--- config.mk ---
export PLATFORM = sky130hd
export DESIGN_NAME = ptns_dist
export DESIGN_NICKNAME = d
export VERILOG_FILES = /design/src/ptns_pkg.sv /design/src/ptns_dist.sv
export SDC_FILE = /design/constraint.sdc
export NUM_CORES = 2
export LEC_CHECK = 0
export BUFFER_PORTS_ARGS = -buffer_cell sky130_fd_sc_hd__buf_2
export CAP_MARGIN = 10
export CORE_ASPECT_RATIO = 0.6
export CORE_MARGIN = 2
export CORE_UTILIZATION = 56
export CTS_CLUSTER_DIAMETER = 100
export DETAILED_ROUTE_END_ITERATION = 10
export GPL_TIMING_DRIVEN = 0
export HOLD_SLACK_MARGIN = 0.02
export PLACE_DENSITY = 0.73
export SYNTH_ARGS = -nofsm -noshare
export SYNTH_HDL_FRONTEND = slang
export SYNTH_SLANG_ARGS = --single-unit
--- constraint.sdc ---
create_clock -name clk -period 8.2 [get_ports clk]
set_clock_uncertainty 0.15 [all_clocks]
set_input_delay 0.82 -clock clk [delete_from_list [all_inputs] [get_ports clk]]
set_output_delay 0.82 -clock clk [all_outputs]
set_load 0.05 [all_outputs]
--- src/ptns_pkg.sv ---
// Shared types and constants of the point table nearest search block.
package ptns_pkg;

    localparam int COORD_W  = 16;
    localparam int ID_OUT_W = 6;
    localparam int TEAM_W   = 3;
    localparam int LIM_W    = 16;
    localparam int OP_W     = 3;

    localparam int DIFF_W   = COORD_W + 1;
    localparam int SQ_W     = 2 * COORD_W;
    localparam int DIST_W   = SQ_W + 2;
    localparam int LIMSQ_W  = 2 * LIM_W;

    localparam int IN_FIELDS_W  = ID_OUT_W + 3 * COORD_W + TEAM_W + LIM_W;
    localparam int IN_DATA_W    = ((IN_FIELDS_W + 7) / 8) * 8;
    localparam int OUT_FIELDS_W = ID_OUT_W + 3 * COORD_W + TEAM_W;
    localparam int OUT_DATA_W   = ((OUT_FIELDS_W + 7) / 8) * 8;

    localparam logic [OP_W-1:0] OP_ADD_AUTO = 3'd0;
    localparam logic [OP_W-1:0] OP_ADD_AT   = 3'd1;
    localparam logic [OP_W-1:0] OP_REMOVE   = 3'd2;
    localparam logic [OP_W-1:0] OP_FETCH    = 3'd3;
    localparam logic [OP_W-1:0] OP_NEAREST  = 3'd4;

    typedef struct packed {
        logic [TEAM_W-1:0]         team;
        logic signed [COORD_W-1:0] z;
        logic signed [COORD_W-1:0] y;
        logic signed [COORD_W-1:0] x;
    } point_t;

    typedef struct packed {
        logic live;
        logic last;
        logic occupied;
    } scan_tag_t;

endpackage

--- src/ptns_dist.sv ---
// Squared distance pipeline fed by the point store read port.
module ptns_dist #(
    parameter int ID_W = 6
) (
    input  logic                                 clk,
    input  logic                                 rst_n,
    input  ptns_pkg::scan_tag_t                  tag_in,
    input  logic [ID_W-1:0]                      id_in,
    input  ptns_pkg::point_t                     point,
    input  logic signed [ptns_pkg::COORD_W-1:0]  qx,
    input  logic signed [ptns_pkg::COORD_W-1:0]  qy,
    input  logic signed [ptns_pkg::COORD_W-1:0]  qz,
    output ptns_pkg::scan_tag_t                  tag_out,
    output logic [ID_W-1:0]                      id_out,
    output logic [ptns_pkg::DIST_W-1:0]          dist_out
);

    ptns_pkg::scan_tag_t tag0_reg, tag1_reg, tag2_reg, tag3_reg;
    logic [ID_W-1:0] id0_reg, id1_reg, id2_reg, id3_reg;
    logic signed [ptns_pkg::DIFF_W-1:0] dx_reg, dy_reg, dz_reg;
    logic [ptns_pkg::SQ_W-1:0] sqx_reg, sqy_reg, sqz_reg;
    logic [ptns_pkg::DIST_W-1:0] sum_reg;
    logic signed [2*ptns_pkg::DIFF_W-1:0] px, py, pz;

    assign px = dx_reg * dx_reg;
    assign py = dy_reg * dy_reg;
    assign pz = dz_reg * dz_reg;

    always_ff @(posedge clk or negedge rst_n)
    begin
        if (!rst_n)
        begin
            tag0_reg <= '0;
            tag1_reg <= '0;
            tag2_reg <= '0;
            tag3_reg <= '0;
        end
        else
        begin
            tag0_reg <= tag_in;
            tag1_reg <= tag0_reg;
            tag2_reg <= tag1_reg;
            tag3_reg <= tag2_reg;
        end
    end

    always_ff @(posedge clk)
    begin
        id0_reg <= id_in;
        id1_reg <= id0_reg;
        id2_reg <= id1_reg;
        id3_reg <= id2_reg;
        dx_reg  <= ptns_pkg::DIFF_W'(point.x) - ptns_pkg::DIFF_W'(qx);
        dy_reg  <= ptns_pkg::DIFF_W'(point.y) - ptns_pkg::DIFF_W'(qy);
        dz_reg  <= ptns_pkg::DIFF_W'(point.z) - ptns_pkg::DIFF_W'(qz);
        sqx_reg <= px[ptns_pkg::SQ_W-1:0];
        sqy_reg <= py[ptns_pkg::SQ_W-1:0];
        sqz_reg <= pz[ptns_pkg::SQ_W-1:0];
        sum_reg <= ptns_pkg::DIST_W'(sqx_reg) + ptns_pkg::DIST_W'(sqy_reg)
                 + ptns_pkg::DIST_W'(sqz_reg);
    end

    assign tag_out  = tag3_reg;
    assign id_out   = id3_reg;
    assign dist_out = sum_reg;

endmodule

Word level (Yosys, flattened, before mapping)
Index checks and enable logic that the tools add are counted.
Storage, ports and cells
  bits in registers: 217
  word-level logic and storage cells: 31
Cells by class
  add/sub/neg operators: 5
  multipliers: 3
Operators with widths (count)
  multiplier 17 x 17 -> 32 bit: 3
  subtractor 16 x 16 -> 17 bit: 3
  adder 33 x 32 -> 34 bit: 1
  adder 32 x 32 -> 33 bit: 1

Logic depth before layout (Yosys ltp)
  depth after elaboration: 2
  mapped depth: 25
  depth with buffers taken out: 24

Least setup slack after synthesis
Ideal clock, no wire load.
  path kind: reg2reg
  from: reg dy_reg[5] in the netlist's numbering
  to: reg sqy_reg[31] in the netlist's numbering
  buffers on the path: 2
  path slack: 1947 ps
  cell stages (with the launch flop): 25
  data required time: 7925 ps
  setup time: 125 ps
  arrival: 5978 ps
  period minus slack after synthesis: 6253 ps
  cells stage by stage: dfxtp_1 -> clkbuf_1 -> clkbuf_1 -> nand2_1 -> fa_1 -> inv_1 -> fa_1 -> inv_1 -> fa_1 -> inv_1 -> fa_1 -> fa_1 -> inv_1 -> fa_1 -> inv_1 -> ha_1 -> and4_1 -> nand3_1 -> a211oi_1 -> a211oi_2 -> nor3b_2 -> nor3_2 -> o31ai_1 -> a31oi_1 -> xor2_1
Between the ends
  longest elaborated chain between the ends: 1
Ends and longest elaborated chain
  from (decl): RTL line ptns_dist.sv:20  | logic signed [ptns_pkg::DIFF_W-1:0] dx_reg, dy_reg, dz_reg;
  from (signal assigned): RTL line ptns_dist.sv:54  | dy_reg <= ptns_pkg::DIFF_W'(point.y) - ptns_pkg::DIFF_W'(qy);
  multiplier 17 x 17 -> 32 bit: RTL line ptns_dist.sv:26  | assign py = dy_reg * dy_reg;
  net py, one bit: RTL line ptns_dist.sv:23  | logic signed [2*ptns_pkg::DIFF_W-1:0] px, py, pz;
  to (signal assigned): RTL line ptns_dist.sv:57  | sqy_reg <= py[ptns_pkg::SQ_W-1:0];
  to (decl): RTL line ptns_dist.sv:21  | logic [ptns_pkg::SQ_W-1:0] sqx_reg, sqy_reg, sqz_reg;
The timed path passes the listed nets, and every way through them passes these cells.

Worst setup path after layout
  from: reg dz_reg[2] in the netlist's numbering
  to: reg sqz_reg[30] in the netlist's numbering
Between the ends
  longest elaborated chain between the ends: 1
Ends and longest elaborated chain
  from (decl): RTL line ptns_dist.sv:20
  from (signal assigned): RTL line ptns_dist.sv:55  | dz_reg <= ptns_pkg::DIFF_W'(point.z) - ptns_pkg::DIFF_W'(qz);
  multiplier 17 x 17 -> 32 bit: RTL line ptns_dist.sv:27  | assign pz = dz_reg * dz_reg;
  net pz, one bit: RTL line ptns_dist.sv:23
  to (signal assigned): RTL line ptns_dist.sv:58  | sqz_reg <= pz[ptns_pkg::SQ_W-1:0];
  to (decl): RTL line ptns_dist.sv:21
The timed path passes the listed nets, and every way through them passes these cells.

==> metrics.yaml <==
worst_setup_path:
  r2r_cells: 23
  cp_max_fo: 10
  crit_start: "dz_reg[2]"
  cp-endpoint: "sqz_reg[30]"
  r2r_end: "sqz_reg[30]"
  critPathKind: "reg -> reg"
  rrSetupSlack_ns: 0.48
  worstSetupEndpointType: "flip-flop"
  start_kind: "flip-flop"
  arrival_ns: 8.09
  crit_required_ns: 8.58
  worstReg2RegStart: "dz_reg[2]"
global_routing:
  grt_use_met3_pct: 11.50
  grt_pass1_vias: 26200
  use_met2_pct: 34.55
  track_usage_pct: 26.71
  antenna_found_initial: 1
  grt_overflow: 0
  busiest_layer: "met1"
  grt_start_max_net_pins: 16
  use_met1_pct: 41.71
  grt_pass1_wl_mm: 141.1
floorplanning:
  fp.coreArea_mm2: 0.06477
  die-area_mm2: 0.06802
  io_pins: 153
  die_w_um: 335.4
  dieHeight_um: 202.8
  initial_core_util_pct: 56.96
  rows: 72
detailed_routing:
  drc: 0
  vias: 25350
  dr.pass1.iters: 6
  via_per_inst: 5.176
  drt_iter0_markers: 1971
  wl_per_cell_um: 17.37
  finalWirelength_mm: 85.08
  ant_nets: 0
cells_and_area:
  drive_gt1_share_pct: 5.708
  finalNetCount: 5271
  diodes: 0
  largest_reg_flops: 34
  syn2layout_area_growth_pct: 7.488
cts:
  cts_tree: "done"
  worstSkewPairLatency_ns: 0.59
  path_clk_slew_ns: 0.06
  cts_setup_buffers: 0
  numCtsBuffers: 26
  cts_buffer_depth: 3
  cts_sinks: 214
  h-tree-depth: 1
  cts-root-buf: "clkbuf_16"
yosys:
  synth_area_leaders: "fa_1 44%, ha_1 11%, inv_1 11%, dfxtp_1 11%, xnor2_1 3.6%"
  synth-edff-count: 0
  netlist_area_mm2: 0.03689
  netlist_instances: 3847
  synth_cell_types: 78
  netlist.area_leader.share_pct: 43.57
  ys_ff_latch: 214
  syn_avg_cell_area_um2: 9.590
  ys.warnings.count: 0
  async_flop_share_pct: 5.607
  ys_seq_area_share_pct: 11.77
  ys.flop_type: "dfxtp_1"
  synth_top_area_cell: "fa_1"
timing:
  fin_crit_ns: 7.717
  worst_slew_pin_slew_ns: 0.8733
  fin_setup_tns_ns: 0
  drv_slew: 0
  finalCritPeriodShare_pct: 94.11
  holdWs_ns: 0.1707
  final_hold_viol_count: 0
  fmax_mhz: 129.6
  worst_slew_margin_rel_pct: 41.78
  rsz0062_at_grt: "false"
  finalSetupViolations: 0
hold_path:
  whs_path_depth: 0
  holdCritPathClass: "reg -> reg"
job:
  cap_violations: 0
placed_design:
  dp_hpwl_mm: 74.05
  place.gp.congestion: 0.9868
  io_buffers: 149
outcome:
  status: "finished, final reports clean"
-- routing by layer --
layer | share of wire, % | vias up
li1 | - | 11810
met1 | 47 | 12480
met2 | 37 | 975
met3 | 14 | 84
met4 | 1.6 | 4
met5 | 0.12 | -
-- per-stage QoR --
stage	std cells	worst slack [ns]	area (um^2)	utilization, %
finish	4898	0.4830	39660	61.23
global route	4898	0.06392	39660	61.23
CTS	4898	0.4454	39650	61.21
detailed placement	4849	0.4637	38710	59.77
global placement	4849	0.5113	38710	59.77
floorplan	3849	1.947	36900	-
-- cell usage after synthesis (all sizes together), types with 30 or more instances --
| cell | number |
|---|---|
| inv | 1092 |
| fa | 803 |
| ha | 331 |
| nand2 | 287 |
| dfxtp | 202 |
| and2 | 169 |
| xnor2 | 150 |
| nor2 | 127 |
| a21oi | 100 |
| clkbuf | 71 |
| o21ai | 58 |
| nor2b | 54 |
| a21o | 49 |
| xor2 | 40 |
| nor3 | 35 |
| nand2b | 30 |
-- critical path, stage by stage, from the launching register on --
cell	delay, ns
dfxtp_1	0.49
clkbuf_1	0.48
clkbuf_1	0.56
nand2_1	0.19
fa_1	0.53
inv_1	0.05
fa_1	0.53
inv_1	0.05
fa_1	0.39
inv_1	0.10
fa_1	0.45
fa_1	0.54
inv_1	0.05
fa_1	0.62
inv_1	0.10
ha_1	0.35
o2111ai_1	0.17
o21bai_1	0.20
a21o_1	0.18
nand2_1	0.10
a21oi_1	0.47
o221ai_1	0.36
o41ai_1	0.37
xnor2_1	0.15
-- layout make-up --
cell class              count  area, um^2
plain buffers              71       266.5
clock buffers              31       719.4
clock inverters            17       207.7
fillers                  5474       25120
inverters                1092        4099
multi-input cells        2472       28200
flip-flops and latches    214        4344
well taps                 851        1065
repair buffers            150       755.7
-- cells by family (layout without fill, tap and decap cells) --
logic type / Yosys count / count (layout) / synth area share [%]
other: 1 / 3 / 0.01016
buffers and inverters: 1163 / 1361 / 11.83
adders and majority gates: 1134 / 1134 / 54.80
AOI/OAI and AO/OA: 355 / 355 / 6.532
xor gates and xnor gates: 190 / 190 / 4.510
muxes: 6 / 6 / 0.1763
and+or+nand+nor: 784 / 784 / 10.37
DFF: 214 / 214 / 11.77
-- repair_timing --
action	CTS	global route
setup endpoints to repair	0	2
hold buffers	1	0
endpoints found under the hold margin	12	0
gates resized for setup	0	1
-- worst min-delay path by stage --
stage                           from    endpoint
final                     id1_reg[3]  id2_reg[3]
after global routing        id_in[5]  id0_reg[5]
after CTS                   id_in[4]  id0_reg[4]
after detailed placement  id1_reg[3]  id2_reg[3]
after global placement    id0_reg[2]  id1_reg[2]
after floorplan           id0_reg[0]  id1_reg[0]
-- layout by cell type (no fill, tap or decap), types with 41 or more instances in the layout --
cell type / instances
a21o_1: 49
a21oi_1: 96
and2_1: 169
buf_2: 149
clkbuf_1: 71
dfxtp_1: 202
fa_1: 803
ha_1: 331
inv_1: 1092
nand2_1: 287
nor2_1: 127
nor2b_1: 54
o21ai_0: 41
xnor2_1: 150
Power is left out: the tool's default activity adds up to more than one toggle a clock period on the data nets, which glitch-free logic cannot reach.
